--- src/cbwp_pkg.sv ---
// ----------------------------------------------------------------------------
// cbwp_pkg: shared types and constants
// Sequencer states, command and register codes, reset values and default
// widths of the wandering B-spline path block.
// ----------------------------------------------------------------------------
`default_nettype none

package cbwp_pkg;

   localparam int PHASE_BITS_DEF = 16;
   localparam int COORD_BITS_DEF = 32;

   localparam int SPLIT_BITS = 24;
   localparam int MUL_A_W    = 32;
   localparam int PT_W       = 50;
   localparam int OFF_W      = 34;
   localparam int POS_W      = 32;
   localparam int RATE_W     = 24;
   localparam int HALF_W     = 31;
   localparam int RAND_W     = 16;
   localparam int DELTA_W    = 16;
   localparam int CSR_IDX_W  = 3;
   localparam int CSR_DATA_W = 32;

   localparam int NEW_PT_SHIFT  = 15;
   localparam int DIR_PT_SHIFT  = 17;

   localparam logic CMD_TICK    = 1'b0;
   localparam logic CMD_RESTART = 1'b1;

   localparam logic [CSR_IDX_W-1:0] CSR_CENTER_X = 3'd0;
   localparam logic [CSR_IDX_W-1:0] CSR_CENTER_Y = 3'd1;
   localparam logic [CSR_IDX_W-1:0] CSR_CENTER_Z = 3'd2;
   localparam logic [CSR_IDX_W-1:0] CSR_HALF_X   = 3'd3;
   localparam logic [CSR_IDX_W-1:0] CSR_HALF_Y   = 3'd4;
   localparam logic [CSR_IDX_W-1:0] CSR_HALF_Z   = 3'd5;
   localparam logic [CSR_IDX_W-1:0] CSR_RATE     = 3'd6;

   localparam logic [HALF_W-1:0] HALF_RESET = 31'd65536;
   localparam logic [RATE_W-1:0] RATE_RESET = 24'd16777;

   typedef enum logic [3:0] {
      ST_IDLE,
      ST_STEP,
      ST_PTS,
      ST_RST,
      ST_WGT,
      ST_EVAL,
      ST_DINIT,
      ST_DIV,
      ST_SAVE,
      ST_DONE
   } state_type;

endpackage

`default_nettype wire

--- src/cbwp_mul.sv ---
// ----------------------------------------------------------------------------
// cbwp_mul: shared signed multiplier
// Signed product of two operands, registered once.
// ----------------------------------------------------------------------------
`default_nettype none

module cbwp_mul #(
   parameter int A_W = 32,
   parameter int B_W = 20
) (
   input  wire                       clock,
   input  wire  signed [A_W-1:0]     a,
   input  wire  signed [B_W-1:0]     b,
   output logic signed [A_W+B_W-1:0] p
);

   logic signed [A_W+B_W-1:0] p_ff;
   logic signed [A_W+B_W-1:0] p_in;

   assign p_in = (A_W+B_W)'(a) * (A_W+B_W)'(b);

   always_ff @(posedge clock) begin
      p_ff <= p_in;
   end

   assign p = p_ff;

endmodule

`default_nettype wire

--- src/cubic_bspline_wander_path.sv ---
// ----------------------------------------------------------------------------
// cubic_bspline_wander_path: wandering 3D position on a uniform cubic B-spline
// Four sliding control points per axis inside a box around a centre; a tick
// advances the phase and appends a random point on wrap, a restart rebuilds
// the path about the centre. Each beat in gives one position beat out.
// ----------------------------------------------------------------------------
// One item at a time through a single shared signed multiplier under a small
// sequencer; req_stall is high from acceptance until the result is staged.
// Each product is registered before it is used. The divide-by-three unit
// works on ND radix-16 digits, ceil((max(COORD_BITS,25)+6)/4): 10 at the
// defaults. The result waits in an output register, so the next beat is
// taken while it is still stalled.
`default_nettype none

module cubic_bspline_wander_path #(
   parameter int PHASE_BITS = cbwp_pkg::PHASE_BITS_DEF,
   parameter int COORD_BITS = cbwp_pkg::COORD_BITS_DEF
) (
   input  wire                                    clock,
   input  wire                                    reset,
   input  wire                                    req_valid,
   output logic                                   req_stall,
   input  wire                                    req_cmd,
   input  wire         [cbwp_pkg::DELTA_W-1:0]    req_delta_time,
   input  wire  signed [cbwp_pkg::RAND_W-1:0]     req_rand_a_x,
   input  wire  signed [cbwp_pkg::RAND_W-1:0]     req_rand_a_y,
   input  wire  signed [cbwp_pkg::RAND_W-1:0]     req_rand_a_z,
   input  wire  signed [cbwp_pkg::RAND_W-1:0]     req_rand_b_x,
   input  wire  signed [cbwp_pkg::RAND_W-1:0]     req_rand_b_y,
   input  wire  signed [cbwp_pkg::RAND_W-1:0]     req_rand_b_z,
   output logic                                   rsp_valid,
   input  wire                                    rsp_stall,
   output logic signed [cbwp_pkg::POS_W-1:0]      rsp_pos_x,
   output logic signed [cbwp_pkg::POS_W-1:0]      rsp_pos_y,
   output logic signed [cbwp_pkg::POS_W-1:0]      rsp_pos_z,
   output logic                                   rsp_advanced,
   input  wire                                    csr_we,
   input  wire         [cbwp_pkg::CSR_IDX_W-1:0]  csr_index,
   input  wire         [cbwp_pkg::CSR_DATA_W-1:0] csr_wdata
);

   localparam int PB     = PHASE_BITS;
   localparam int C      = COORD_BITS;
   localparam int A_W    = cbwp_pkg::MUL_A_W;
   localparam int B_W    = (PB + 4 > 17) ? PB + 4 : 17;
   localparam int P_W    = A_W + B_W;
   localparam int WX     = B_W + 2;
   localparam int PW     = (C > cbwp_pkg::SPLIT_BITS) ? C : cbwp_pkg::SPLIT_BITS + 1;
   localparam int HW     = PW - cbwp_pkg::SPLIT_BITS;
   localparam int ACC_N  = PW + PB + 6;
   localparam int ACC_W  = (ACC_N > P_W) ? ACC_N : P_W;
   localparam int QW     = PW + 5;
   localparam int ND     = (QW + 1 + 3) / 4;
   localparam int UW     = ND * 4;
   localparam int DIG_W  = $clog2(ND);
   localparam int SAT_W  = (C < cbwp_pkg::POS_W) ? C : cbwp_pkg::POS_W;
   localparam int PT_W   = cbwp_pkg::PT_W;
   localparam int OFF_W  = cbwp_pkg::OFF_W;
   localparam int SH_STEP = cbwp_pkg::RATE_W - PB;

   localparam logic signed [PT_W-1:0] PT_HI = PT_W'({(C-1){1'b1}});
   localparam logic signed [PT_W-1:0] PT_LO = ~PT_HI;
   localparam logic signed [UW:0]     R_HI  = (UW+1)'({(SAT_W-1){1'b1}});
   localparam logic signed [UW:0]     R_LO  = ~R_HI;
   localparam logic signed [UW:0]     BIAS3 = (UW+1)'(3) <<< (QW-1);
   localparam logic signed [UW:0]     BIAS1 = (UW+1)'(1) <<< (QW-1);
   localparam logic [39:0]            STEP_MAX = (40'd1 << PB) - 40'd1;
   localparam logic signed [WX-1:0]   S_X = WX'(1) <<< PB;

   cbwp_pkg::state_type state_ff, state_in;

   logic [2:0]       cnt_ff, cnt_in;
   logic [1:0]       ax_ff, ax_in;
   logic             sub_ff, sub_in;
   logic [DIG_W-1:0] dig_ff, dig_in;

   logic signed [31:0]                 center_ff [3];
   logic        [cbwp_pkg::HALF_W-1:0] half_ff [3];
   logic        [cbwp_pkg::RATE_W-1:0] rate_ff;

   logic [PB-1:0]          phase_ff, phase_in;
   logic signed [C-1:0]    ctrl_ff [3][4];
   logic signed [C-1:0]    ctrl_in [3][4];

   logic                   cmd_ff, cmd_in;
   logic [cbwp_pkg::DELTA_W-1:0] delta_ff, delta_in;
   logic signed [cbwp_pkg::RAND_W-1:0] ra_ff [3];
   logic signed [cbwp_pkg::RAND_W-1:0] ra_in [3];
   logic signed [cbwp_pkg::RAND_W-1:0] rb_ff [3];
   logic signed [cbwp_pkg::RAND_W-1:0] rb_in [3];
   logic                   adv_ff, adv_in;

   logic [PB-1:0]          t2_ff, t2_in;
   logic signed [B_W-1:0]  w_ff [4];
   logic signed [B_W-1:0]  w_in [4];
   logic signed [ACC_W-1:0] acc_ff, acc_in;
   logic [UW-1:0]          u_ff, u_in;
   logic [UW-1:0]          q_ff, q_in;
   logic [1:0]             rem_ff, rem_in;
   logic signed [cbwp_pkg::POS_W-1:0] pos_ff [3];
   logic signed [cbwp_pkg::POS_W-1:0] pos_in [3];

   logic                   rsp_valid_ff, rsp_valid_in;
   logic signed [cbwp_pkg::POS_W-1:0] rsp_pos_ff [3];
   logic signed [cbwp_pkg::POS_W-1:0] rsp_pos_in [3];
   logic                   rsp_adv_ff, rsp_adv_in;

   logic signed [A_W-1:0]  mul_a;
   logic signed [B_W-1:0]  mul_b;
   logic signed [P_W-1:0]  prod;

   logic signed [PW-1:0]   p_ext;
   logic signed [HW-1:0]   p_hi;
   logic [cbwp_pkg::SPLIT_BITS-1:0] p_lo;
   logic signed [OFF_W-1:0] off_new;
   logic signed [OFF_W-1:0] off_dir;
   logic signed [PT_W-1:0]  c_ext;
   logic signed [C-1:0]     pt_new;
   logic signed [C-1:0]     pt_plus;
   logic signed [C-1:0]     pt_minus;
   logic signed [C-1:0]     pt_center;
   logic [39:0]             step_raw;
   logic [39:0]             step_cl;
   logic [PB:0]             phase_sum;
   logic [PB-1:0]           t3;
   logic signed [WX-1:0]    t_x, t2_x, t3_x;
   logic signed [WX-1:0]    w0_x, w1_x, w2_x, w3_x;
   logic signed [ACC_W-1:0] term;
   logic signed [UW:0]      ux;
   logic [3:0]              digit;
   logic [5:0]              v;
   logic [11:0]             vm;
   logic [3:0]              qd;
   logic signed [UW:0]      r_x;
   logic signed [SAT_W-1:0] r_sat;

   function automatic logic signed [C-1:0] sat_pt(input logic signed [PT_W-1:0] x);
      logic signed [PT_W-1:0] y;
      begin
         y = x;
         if (x > PT_HI) begin
            y = PT_HI;
         end else if (x < PT_LO) begin
            y = PT_LO;
         end
         return C'(y);
      end
   endfunction

   cbwp_mul #(
      .A_W (A_W),
      .B_W (B_W)
   ) u_mul (
      .clock (clock),
      .a     (mul_a),
      .b     (mul_b),
      .p     (prod)
   );

   // operand selection
   assign p_ext = PW'(ctrl_ff[ax_ff][cnt_ff[2:1]]);
   assign p_hi  = HW'(p_ext >>> cbwp_pkg::SPLIT_BITS);
   assign p_lo  = p_ext[cbwp_pkg::SPLIT_BITS-1:0];

   always_comb begin
      mul_a = '0;
      mul_b = '0;
      unique case (state_ff)
         cbwp_pkg::ST_STEP: begin
            mul_a = A_W'($signed({1'b0, rate_ff}));
            mul_b = B_W'($signed({1'b0, delta_ff}));
         end
         cbwp_pkg::ST_PTS: begin
            mul_a = A_W'($signed({1'b0, half_ff[ax_ff]}));
            mul_b = B_W'(ra_ff[ax_ff]);
         end
         cbwp_pkg::ST_RST: begin
            mul_a = A_W'($signed({1'b0, half_ff[ax_ff]}));
            mul_b = cnt_ff[0] ? B_W'(rb_ff[ax_ff]) : B_W'(ra_ff[ax_ff]);
         end
         cbwp_pkg::ST_WGT: begin
            mul_a = cnt_ff[0] ? A_W'($signed({1'b0, t2_ff})) : A_W'($signed({1'b0, phase_ff}));
            mul_b = B_W'($signed({1'b0, phase_ff}));
         end
         cbwp_pkg::ST_EVAL: begin
            mul_a = cnt_ff[0] ? A_W'(p_hi) : A_W'($signed({1'b0, p_lo}));
            mul_b = w_ff[cnt_ff[2:1]];
         end
         default: begin
            mul_a = '0;
            mul_b = '0;
         end
      endcase
   end

   // point, step and weight arithmetic on the registered product
   assign off_new   = OFF_W'(prod >>> cbwp_pkg::NEW_PT_SHIFT);
   assign off_dir   = OFF_W'(prod >>> cbwp_pkg::DIR_PT_SHIFT);
   assign c_ext     = PT_W'(center_ff[ax_ff]);
   assign pt_new    = sat_pt(c_ext + PT_W'(off_new));
   assign pt_plus   = sat_pt(c_ext + PT_W'(off_dir));
   assign pt_minus  = sat_pt(c_ext - PT_W'(off_dir));
   assign pt_center = sat_pt(c_ext);

   assign step_raw  = prod[39:0] >> SH_STEP;
   assign step_cl   = (step_raw > STEP_MAX) ? STEP_MAX : step_raw;
   assign phase_sum = {1'b0, phase_ff} + {1'b0, step_cl[PB-1:0]};

   assign t3   = prod[2*PB-1:PB];
   assign t_x  = $signed(WX'(phase_ff));
   assign t2_x = $signed(WX'(t2_ff));
   assign t3_x = $signed(WX'(t3));
   assign w0_x = S_X - ((t_x <<< 1) + t_x) + ((t2_x <<< 1) + t2_x) - t3_x;
   assign w1_x = (S_X <<< 2) - ((t2_x <<< 2) + (t2_x <<< 1)) + ((t3_x <<< 1) + t3_x);
   assign w2_x = S_X + ((t_x <<< 1) + t_x) + ((t2_x <<< 1) + t2_x)
                 - ((t3_x <<< 1) + t3_x);
   assign w3_x = t3_x;

   assign term = cnt_ff[0] ? (ACC_W'(prod) <<< cbwp_pkg::SPLIT_BITS) : ACC_W'(prod);

   // floor divide by three, one radix-16 digit a cycle
   assign ux    = (UW+1)'(QW'(acc_ff >>> (PB + 1))) + BIAS3;
   assign digit = u_ff[UW-1 -: 4];
   assign v     = {rem_ff, digit};
   assign vm    = 12'(v) * 12'd43;
   assign qd    = vm[10:7];

   assign r_x   = $signed({1'b0, q_ff}) - BIAS1;
   assign r_sat = (r_x > R_HI) ? SAT_W'(R_HI) : ((r_x < R_LO) ? SAT_W'(R_LO) : SAT_W'(r_x));

   always_comb begin
      state_in     = state_ff;
      cnt_in       = cnt_ff;
      ax_in        = ax_ff;
      sub_in       = sub_ff;
      dig_in       = dig_ff;
      phase_in     = phase_ff;
      ctrl_in      = ctrl_ff;
      cmd_in       = cmd_ff;
      delta_in     = delta_ff;
      ra_in        = ra_ff;
      rb_in        = rb_ff;
      adv_in       = adv_ff;
      t2_in        = t2_ff;
      w_in         = w_ff;
      acc_in       = acc_ff;
      u_in         = u_ff;
      q_in         = q_ff;
      rem_in       = rem_ff;
      pos_in       = pos_ff;
      rsp_pos_in   = rsp_pos_ff;
      rsp_adv_in   = rsp_adv_ff;
      rsp_valid_in = rsp_valid_ff && rsp_stall;

      unique case (state_ff)
         cbwp_pkg::ST_IDLE: begin
            if (req_valid) begin
               cmd_in   = req_cmd;
               delta_in = req_delta_time;
               ra_in[0] = req_rand_a_x;
               ra_in[1] = req_rand_a_y;
               ra_in[2] = req_rand_a_z;
               rb_in[0] = req_rand_b_x;
               rb_in[1] = req_rand_b_y;
               rb_in[2] = req_rand_b_z;
               adv_in   = 1'b0;
               cnt_in   = '0;
               ax_in    = '0;
               sub_in   = 1'b0;
               state_in = (req_cmd == cbwp_pkg::CMD_RESTART) ? cbwp_pkg::ST_RST
                                                             : cbwp_pkg::ST_STEP;
            end
         end
         cbwp_pkg::ST_STEP: begin
            sub_in = ~sub_ff;
            if (sub_ff) begin
               phase_in = phase_sum[PB-1:0];
               cnt_in   = '0;
               if (phase_sum[PB]) begin
                  adv_in   = 1'b1;
                  state_in = cbwp_pkg::ST_PTS;
               end else begin
                  state_in = cbwp_pkg::ST_WGT;
               end
            end
         end
         cbwp_pkg::ST_PTS: begin
            sub_in = ~sub_ff;
            if (sub_ff) begin
               ctrl_in[ax_ff][0] = ctrl_ff[ax_ff][1];
               ctrl_in[ax_ff][1] = ctrl_ff[ax_ff][2];
               ctrl_in[ax_ff][2] = ctrl_ff[ax_ff][3];
               ctrl_in[ax_ff][3] = pt_new;
               if (ax_ff == 2'd2) begin
                  ax_in    = '0;
                  state_in = cbwp_pkg::ST_WGT;
               end else begin
                  ax_in = ax_ff + 2'd1;
               end
            end
         end
         cbwp_pkg::ST_RST: begin
            sub_in = ~sub_ff;
            if (sub_ff) begin
               phase_in = '0;
               cnt_in   = {2'b00, ~cnt_ff[0]};
               if (!cnt_ff[0]) begin
                  ctrl_in[ax_ff][0] = pt_minus;
                  ctrl_in[ax_ff][1] = pt_center;
                  ctrl_in[ax_ff][2] = pt_plus;
               end else begin
                  ctrl_in[ax_ff][3] = pt_new;
                  if (ax_ff == 2'd2) begin
                     ax_in    = '0;
                     state_in = cbwp_pkg::ST_WGT;
                  end else begin
                     ax_in = ax_ff + 2'd1;
                  end
               end
            end
         end
         cbwp_pkg::ST_WGT: begin
            sub_in = ~sub_ff;
            if (sub_ff) begin
               if (!cnt_ff[0]) begin
                  t2_in  = prod[2*PB-1:PB];
                  cnt_in = 3'd1;
               end else begin
                  w_in[0]  = B_W'(w0_x);
                  w_in[1]  = B_W'(w1_x);
                  w_in[2]  = B_W'(w2_x);
                  w_in[3]  = B_W'(w3_x);
                  cnt_in   = '0;
                  ax_in    = '0;
                  state_in = cbwp_pkg::ST_EVAL;
               end
            end
         end
         cbwp_pkg::ST_EVAL: begin
            sub_in = ~sub_ff;
            if (sub_ff) begin
               acc_in = (cnt_ff == 3'd0) ? term : acc_ff + term;
               cnt_in = cnt_ff + 3'd1;
               if (cnt_ff == 3'd7) begin
                  state_in = cbwp_pkg::ST_DINIT;
               end
            end
         end
         cbwp_pkg::ST_DINIT: begin
            u_in     = UW'(ux);
            q_in     = '0;
            rem_in   = '0;
            dig_in   = '0;
            state_in = cbwp_pkg::ST_DIV;
         end
         cbwp_pkg::ST_DIV: begin
            rem_in = 2'(v - ({2'b00, qd} << 1) - {2'b00, qd});
            q_in   = {q_ff[UW-5:0], qd};
            u_in   = u_ff << 4;
            dig_in = dig_ff + DIG_W'(1);
            if (dig_ff == DIG_W'(ND - 1)) begin
               state_in = cbwp_pkg::ST_SAVE;
            end
         end
         cbwp_pkg::ST_SAVE: begin
            pos_in[ax_ff] = cbwp_pkg::POS_W'(r_sat);
            cnt_in        = '0;
            sub_in        = 1'b0;
            if (ax_ff == 2'd2) begin
               state_in = cbwp_pkg::ST_DONE;
            end else begin
               ax_in    = ax_ff + 2'd1;
               state_in = cbwp_pkg::ST_EVAL;
            end
         end
         cbwp_pkg::ST_DONE: begin
            if (!rsp_valid_ff || !rsp_stall) begin
               rsp_pos_in   = pos_ff;
               rsp_adv_in   = adv_ff;
               rsp_valid_in = 1'b1;
               state_in     = cbwp_pkg::ST_IDLE;
            end
         end
         default: begin
            state_in = cbwp_pkg::ST_IDLE;
         end
      endcase
   end

   always_ff @(posedge clock) begin
      if (reset) begin
         state_ff     <= cbwp_pkg::ST_IDLE;
         cnt_ff       <= '0;
         ax_ff        <= '0;
         sub_ff       <= 1'b0;
         dig_ff       <= '0;
         phase_ff     <= '0;
         rsp_valid_ff <= 1'b0;
         for (int i = 0; i < 3; i++) begin
            for (int k = 0; k < 4; k++) begin
               ctrl_ff[i][k] <= '0;
            end
         end
      end else begin
         state_ff     <= state_in;
         cnt_ff       <= cnt_in;
         ax_ff        <= ax_in;
         sub_ff       <= sub_in;
         dig_ff       <= dig_in;
         phase_ff     <= phase_in;
         rsp_valid_ff <= rsp_valid_in;
         ctrl_ff      <= ctrl_in;
      end
   end

   always_ff @(posedge clock) begin
      cmd_ff     <= cmd_in;
      delta_ff   <= delta_in;
      ra_ff      <= ra_in;
      rb_ff      <= rb_in;
      adv_ff     <= adv_in;
      t2_ff      <= t2_in;
      w_ff       <= w_in;
      acc_ff     <= acc_in;
      u_ff       <= u_in;
      q_ff       <= q_in;
      rem_ff     <= rem_in;
      pos_ff     <= pos_in;
      rsp_pos_ff <= rsp_pos_in;
      rsp_adv_ff <= rsp_adv_in;
   end

   // configuration registers
   always_ff @(posedge clock) begin
      if (reset) begin
         for (int i = 0; i < 3; i++) begin
            center_ff[i] <= '0;
            half_ff[i]   <= cbwp_pkg::HALF_RESET;
         end
         rate_ff <= cbwp_pkg::RATE_RESET;
      end else if (csr_we) begin
         unique case (csr_index)
            cbwp_pkg::CSR_CENTER_X: center_ff[0] <= $signed(csr_wdata);
            cbwp_pkg::CSR_CENTER_Y: center_ff[1] <= $signed(csr_wdata);
            cbwp_pkg::CSR_CENTER_Z: center_ff[2] <= $signed(csr_wdata);
            cbwp_pkg::CSR_HALF_X:   half_ff[0]   <= csr_wdata[cbwp_pkg::HALF_W-1:0];
            cbwp_pkg::CSR_HALF_Y:   half_ff[1]   <= csr_wdata[cbwp_pkg::HALF_W-1:0];
            cbwp_pkg::CSR_HALF_Z:   half_ff[2]   <= csr_wdata[cbwp_pkg::HALF_W-1:0];
            cbwp_pkg::CSR_RATE:     rate_ff      <= csr_wdata[cbwp_pkg::RATE_W-1:0];
            default: begin
            end
         endcase
      end
   end

   assign req_stall    = (state_ff != cbwp_pkg::ST_IDLE);
   assign rsp_valid    = rsp_valid_ff;
   assign rsp_pos_x    = rsp_pos_ff[0];
   assign rsp_pos_y    = rsp_pos_ff[1];
   assign rsp_pos_z    = rsp_pos_ff[2];
   assign rsp_advanced = rsp_adv_ff;

   a_busy_after_accept: assert property (@(posedge clock) disable iff (reset)
      (req_valid && !req_stall) |=> (state_ff != cbwp_pkg::ST_IDLE))
      else $error("sequencer idle after accepting a beat");

   a_shift_only_on_tick: assert property (@(posedge clock) disable iff (reset)
      (state_ff == cbwp_pkg::ST_PTS) |-> (cmd_ff == cbwp_pkg::CMD_TICK))
      else $error("control point shift during a restart");

   a_restart_phase_zero: assert property (@(posedge clock) disable iff (reset)
      (state_ff == cbwp_pkg::ST_WGT && cmd_ff == cbwp_pkg::CMD_RESTART)
      |-> (phase_ff == '0))
      else $error("phase not cleared by restart");

   a_div_remainder: assert property (@(posedge clock) disable iff (reset)
      (state_ff == cbwp_pkg::ST_DIV) |-> (rem_ff != 2'd3))
      else $error("divide-by-three remainder out of range");

   a_result_staged_from_done: assert property (@(posedge clock) disable iff (reset)
      $rose(rsp_valid_ff) |-> ($past(state_ff) == cbwp_pkg::ST_DONE))
      else $error("result staged outside the final state");

endmodule

`default_nettype wire

--- config.mk ---
export PLATFORM = sky130hd
export DESIGN_NAME = cubic_bspline_wander_path
export DESIGN_NICKNAME = d
export VERILOG_FILES = /design/src/cbwp_pkg.sv /design/src/cbwp_mul.sv /design/src/cubic_bspline_wander_path.sv
export SDC_FILE = /design/constraint.sdc
export NUM_CORES = 2
export LEC_CHECK = 0
export ABC_AREA = 0
export BUFFER_PORTS_ARGS = -buffer_cell sky130_fd_sc_hd__buf_2
export CAP_MARGIN = 20
export CELL_PAD_IN_SITES_DETAIL_PLACEMENT = 0
export CELL_PAD_IN_SITES_GLOBAL_PLACEMENT = 1
export CORE_ASPECT_RATIO = 0.9
export CORE_MARGIN = 5
export CORE_UTILIZATION = 50
export CTS_CLUSTER_DIAMETER = 150
export DETAILED_ROUTE_END_ITERATION = 6
export HOLD_SLACK_MARGIN = 0.05
export PLACE_DENSITY_LB_ADDON = 0.05
export SLEW_MARGIN = 0
export SYNTH_ARGS = -nofsm -noshare
export SYNTH_HDL_FRONTEND = slang
export SYNTH_SLANG_ARGS = --single-unit
--- constraint.sdc ---
create_clock -name clock -period 13.2 [get_ports clock]
set_input_delay 0.66 -clock clock [delete_from_list [all_inputs] [get_ports clock]]
set_output_delay 0.66 -clock clock [all_outputs]
set_load 0.1 [all_outputs]
Word-level counts from Yosys, hierarchy flattened:

Memory sizes are Yosys's and may differ from the RTL's. A register that Yosys moved wholly into a read port is not among the register bits.
Index checks and enable logic that the tools add are counted.

* word-level logic and storage cells: 297
* register bits after elaboration: 1025
* memories kept: 2
* bits in writable memories: 189
* input bits: 153
* output and inout bits: 99

Memories
* center_ff: depth 3, width 32, read ports 1, clocked after memory_dff 1, write ports 3, line cubic_bspline_wander_path.sv:77 `logic signed [31:0] center_ff [3];`
* half_ff: depth 3, width 31, read ports 1, clocked after memory_dff 1, write ports 3, line cubic_bspline_wander_path.sv:78 `logic [cbwp_pkg::HALF_W-1:0] half_ff [3];`

* $add $sub $neg: 24
* eq/ne operators: 31
* $mul: 2
* reduce and logical (&&, ||, !) cells: 31
* bitwise operators: 10
* multiplexer cells: 138
* order comparisons: 14

Operator list (count)
* 384-bit bitwise mux: 8
* 384-bit two-way mux: 3
* 128-bit demux with 2-bit select: 4
* 384-bit case mux with 2 select lines: 1
* 32-bit two-way mux: 18
* 128-bit two-way mux: 3
* 128-bit binary-select mux with 2-bit select: 1
* 40-bit case mux with 2 select lines: 2
* 16-bit two-way mux: 8
* 32-bit case mux with 4 select lines: 1
* 54-bit two-way mux: 2
* 35-bit by 32-bit > comparator with 1-bit output (second input constant): 3
* 35-bit by 32-bit less-than comparator with 1-bit output (second input constant): 3
* 20-bit case mux with 5 select lines: 1
* 96-bit bitwise mux: 1
* 96-bit two-way mux: 1
* 31-bit two-way mux: 3
* 32-bit by 34-bit adder with 35-bit output: 2
* 16-bit binary-select mux with 2-bit select: 2
* 32-bit binary-select mux with 2-bit select: 1
* 32-bit demux with 2-bit select: 1
* 64-bit two-way mux: 1
* 20-bit two-way mux: 3
* 17-bit by 16-bit adder with 18-bit output: 3
* 69 further kinds: 174

Longest topological paths before layout:

* word-level depth: 11
* mapped depth: 39
* mapped depth without buffers: 35

By module:

Synthesis repeated with hierarchy kept, for this count alone.

* cells, all modules: 9143
* area, all modules: 89055.4 µm²

By module, submodules not included
* cubic_bspline_wander_path: area an instance 65037.4 µm², seq. area each 30509.3 µm², instances 1, cells each 6495
* cbwp_mul: area an instance 24018.0 µm², seq. area each 1041.0 µm², instances 1, cells each 2648

Least setup slack after synthesis:

No wires, ideal clock.

* kind: reg2reg
* start point: reg ax_ff[0]
* end point: reg u_mul.p_ff[51] (netlist: u_mul.p[51])
* stages on the path, launching flop included: 35
* arrival time: 9.524 ns
* required time: 13.128 ns
* path buffers: 6
* clock period less this slack: 9.596 ns
* library setup time: 0.072 ns
* path slack: 3.604 ns
* path through: dfxtp_1 > buf_2 > buf_2 > buf_1 > buf_2 > buf_2 > mux2i_1 > o21ai_0 > a22o_1 > a221oi_1 > clkbuf_1 > nor2_1 > fa_1 > fa_1 > inv_1 > fa_1 > inv_1 > fa_1 > fa_1 > fa_1 > inv_1 > fa_1 > inv_1 > ha_1 > a21o_1 > a21o_1 > a2111oi_0 > nor3b_1 > or3_1 > o31a_1 > o211ai_1 > a21oi_1 > a2111o_1 > a21oi_1 > xnor2_1

* word-level cells in the longest chain between the ends: 10
* elaborated cells on any way between the ends: 18
* those cells by class: mul: 1; mux: 16; bitwise: 1

Ends and longest elaborated chain
* start, declared: line cubic_bspline_wander_path.sv:73 `logic [1:0] ax_ff, ax_in;`
* start signal, assigned: line cubic_bspline_wander_path.sv:407 `ax_ff <= ax_in;`
* 2-bit NOT with 3-bit output (not written as such) (*): line cubic_bspline_wander_path.sv:161, cubic_bspline_wander_path.sv:175, cubic_bspline_wander_path.sv:179
* 128-bit binary-select mux with 2-bit select: line cubic_bspline_wander_path.sv:161 `assign p_ext = PW'(ctrl_ff[ax_ff][cnt_ff[2:1]]);`
* 128-bit two-way mux (2 in a row)
* 32-bit binary-select mux with 2-bit select: line cubic_bspline_wander_path.sv:161
* 32-bit two-way mux (not written as such) (2 in a row): line cubic_bspline_wander_path.sv:161
* 32-bit two-way mux: line cubic_bspline_wander_path.sv:186 `mul_a = cnt_ff[0] ? A_W'(p_hi) : A_W'($signed({1'b0, p_lo}));`
* 32-bit case mux with 4 select lines: line cubic_bspline_wander_path.sv:168 `unique case (state_ff)`
* 32-bit by 20-bit multiplier with 52-bit output (*): line cbwp_mul.sv:20 `assign p_in = (A_W+B_W)'(a) * (A_W+B_W)'(b);`
* via u_mul.p_in[51]: line cbwp_mul.sv:18 `logic signed [A_W+B_W-1:0] p_in;`
* end signal, assigned: line cbwp_mul.sv:23 `p_ff <= p_in;`
* end, declared: line cbwp_mul.sv:17 `logic signed [A_W+B_W-1:0] p_ff;`

Mark *: on every way through the listed nets, which the timed path passes. The rest lies on a longest branch. The select of a mux whose other input is x is not followed.
A chain may end at the register's enable or synchronous reset.

Final worst setup path:

* start point: reg ax_ff[1]
* end point: reg u_mul.p_ff[38] (netlist: u_mul.p[38])

The elaborated chain is that of the path after synthesis.

==> impl_metrics.toml <==
[outcome]
outcome = "finished clean"

[placement]
io_buffers = 251
gp_congestion = 0.963
place_ws_ns = 2.68
dpl.hpwl_mm = 224

[yosys]
synth-edff-count = 722
synth_common_cells = "1037 x inv_1, 991 x nand2_1, 978 x nor2_1"
synth_fp_nets = 10600
ys_ff_latch = 1215
netlist_area_mm2 = 0.0890
synth_cell_types = 86
synth_top_area_cell = "edfxtp_1"
synth_most_common_cell = "inv_1"
async_flop_share_pct = 0
synth_top_area_share_pct = 24.4
synth_area_per_cell_um2 = 9.65
ys.warnings.count = 0
synthCells = 9223
synth_flop_cell = "edfxtp_1"
seq_area_frac_synth_pct = 35.5
synth_area_leaders = "edfxtp_1 24%, fa_1 16%, dfxtp_1 11%, ha_1 6.8%, inv_1 4.4%"

[floorplan]
die_w_um = 455
dieArea_mm2 = 0.187
core_area_mm2 = 0.176
rows = 146
die_h_um = 410
initial_core_util_pct = 50.4
ios = 252

[sta]
finalHoldViolCount = 0
setup_violations = 0
clock.fmax_ghz = 0.0938
setup_slack_ns = 2.54
tightestPinTransition_ns = 1.17
final-max-slew-violation-count = 0
rsz0062_at_grt = "false"
finalCritPeriodShare_pct = 80.7
tns_ns = 0
period_needed_ns = 10.66
skew_ns = 0.0841
relSlewSlack_pct = 21.0

[cells_and_area]
nFillCells = 15800
drive_gt1_share_pct = 8.85
area_growth_pct = 10.9
nets = 10700

[worst_setup_path]
critPathMostFrequentCell = "fa_1"
worstPathArrival_ns = 11.36
cp_max_fo = 141
r2r_slack_ns = 2.54
crit_path_max_incr_delay_ns = 0.85
crit_type = "register to register"
end_kind = "register"
crit_path_start_kind = "register"
slowest_stage = "dfxtp_4"
required_ns = 13.90

[cts]
postCtsHoldBufs = 111
post_cts_buffers = 0
clkLatencyLatePin_ns = 0.81
cts_sinks = 1215
postCtsResizedCells = 0
h-tree-depth = 4
cts_made_buffers = 134
cts_tree = "yes"
clockBufferDepth = 3
path_clk_slew_ns = 0.06
root_buffer = "clkbuf_16"

[global_routing]
grt_max_degree = 150
grt.overflow.total = 0
track_usage_pct = 33.0
antenna_found_initial = 12
grt_pass1_vias = 69900
grt_pass1_wl_mm = 461

[detailed_routing]
drtIter0Drc = 7343
via_per_inst = 6.03
wirelength_mm = 312
detail-route-antenna-nets = 0
drtPass1Iterations = 6
drc_errors = 0
num_vias = 71400
avgRoutedWirePerCell_um = 26.4

[power_and_ir_drop]
leakage_nw = 39.8
irDropWorstVdd_v = 0.000225
power_density_mw_per_mm2 = 211

[hold_path]
min_path_type = "primary input to register"

[run]
drv_cap = 0
## sequential cells by signal, indices dropped and copies added (netlist names), 52 cells and up, named ones only
signal	flops
acc_ff	54
u_mul.p	52
ctrl_ff	384
w_ff	75
pos_ff	96
center_ff	96
half_ff	93
## layer usage
metal,vias to the layer above,global-route usage (%),wire [um]
met2,3167,50.4,137000
met3,544,5.50,26400
li1,32100,-,-
met5,-,0,114
met1,35600,47.2,134000
met4,4,12.6,13900
## worst paths after layout
kind	start	to	depth (start not counted)
setup / recovery	ax_ff[1]	u_mul.p[38]	29
hold / removal	req_rand_b_y[12]	rb_ff[28]	1
setup reg to reg	ax_ff[1]	u_mul.p[38]	29
hold reg to reg	pos_ff[5]	rsp_pos_z[5]	0
## final cells by class
| cell class | instances | area, um2 | share of cell area, % |
|---|---|---|---|
| well taps | 2368 | 2960 | 3.00 |
| repair buffers | 538 | 3790 | 3.84 |
| inverters | 1041 | 3910 | 3.96 |
| multi-input cells | 6421 | 51700 | 52.4 |
| flip-flops and latches | 1215 | 31600 | 32.0 |
| clock inverters | 80 | 1120 | 1.13 |
| clock buffers | 169 | 3620 | 3.67 |
| diodes | 5 | 12.5 | 0.0127 |
## through the flow
step                util [%]  std cells  area, um2  hold WS [ns]  power, mW
floorplan                  -       9223      89000         0.400       12.7
global placement        52.6      11500      92800         0.402       16.4
detailed placement      52.6      11500      92800         0.405       16.5
CTS                     55.9      11800      98700        0.0527       20.6
global route            55.9      11800      98700        0.0619       22.0
finish                  55.9      11800      98700         0.104       20.8
## layout by cell type, fill, tap and decap left out, types with 77 or more instances in the layout
master,count
a21oi_1,383
ha_1,481
nand2_1,991
buf_4,167
a21o_1,112
mux2i_1,258
a221oi_1,110
o22ai_1,132
fa_1,697
clkbuf_16,134
dfxtp_1,486
and2_1,109
xor2_1,89
inv_1,1036
dlygate4sd3_1,111
o21ai_0,275
a211oi_1,320
and3_1,77
edfxtp_1,722
nor2_1,971
a32oi_1,137
xnor2_1,200
buf_2,250
nor3_1,174
## cell families after synthesis
group,share of synthesized area (%)
muxes,4.32
DFF,35.5
xor gates and xnor gates,2.84
AOI/OAI and AO/OA,15.0
and+or+nand+nor,13.2
adders and majority gates,22.4
buffers and inverters,6.79
## critical path, delay by kind of cell, from the launching register on
family / cells / cell delay [ns]
flip-flops: 1 / 0.85
multiplexers: 1 / 0.61
AO/OA/AOI/OAI: 11 / 3.30
buffers and inverters: 5 / 1.18
XOR/XNOR: 1 / 0.13
adder cells (fa/ha/maj): 8 / 3.90
AND/OR/NAND/NOR: 3 / 0.48
## power breakdown
group	switching [mW]	total (mW)	internal (mW)
sequential	0.284	4.88	4.60
combinational	7.89	11.9	4.04
clock	1.70	3.99	2.29
No activity file was read; power rests on OpenSTA's default activity.
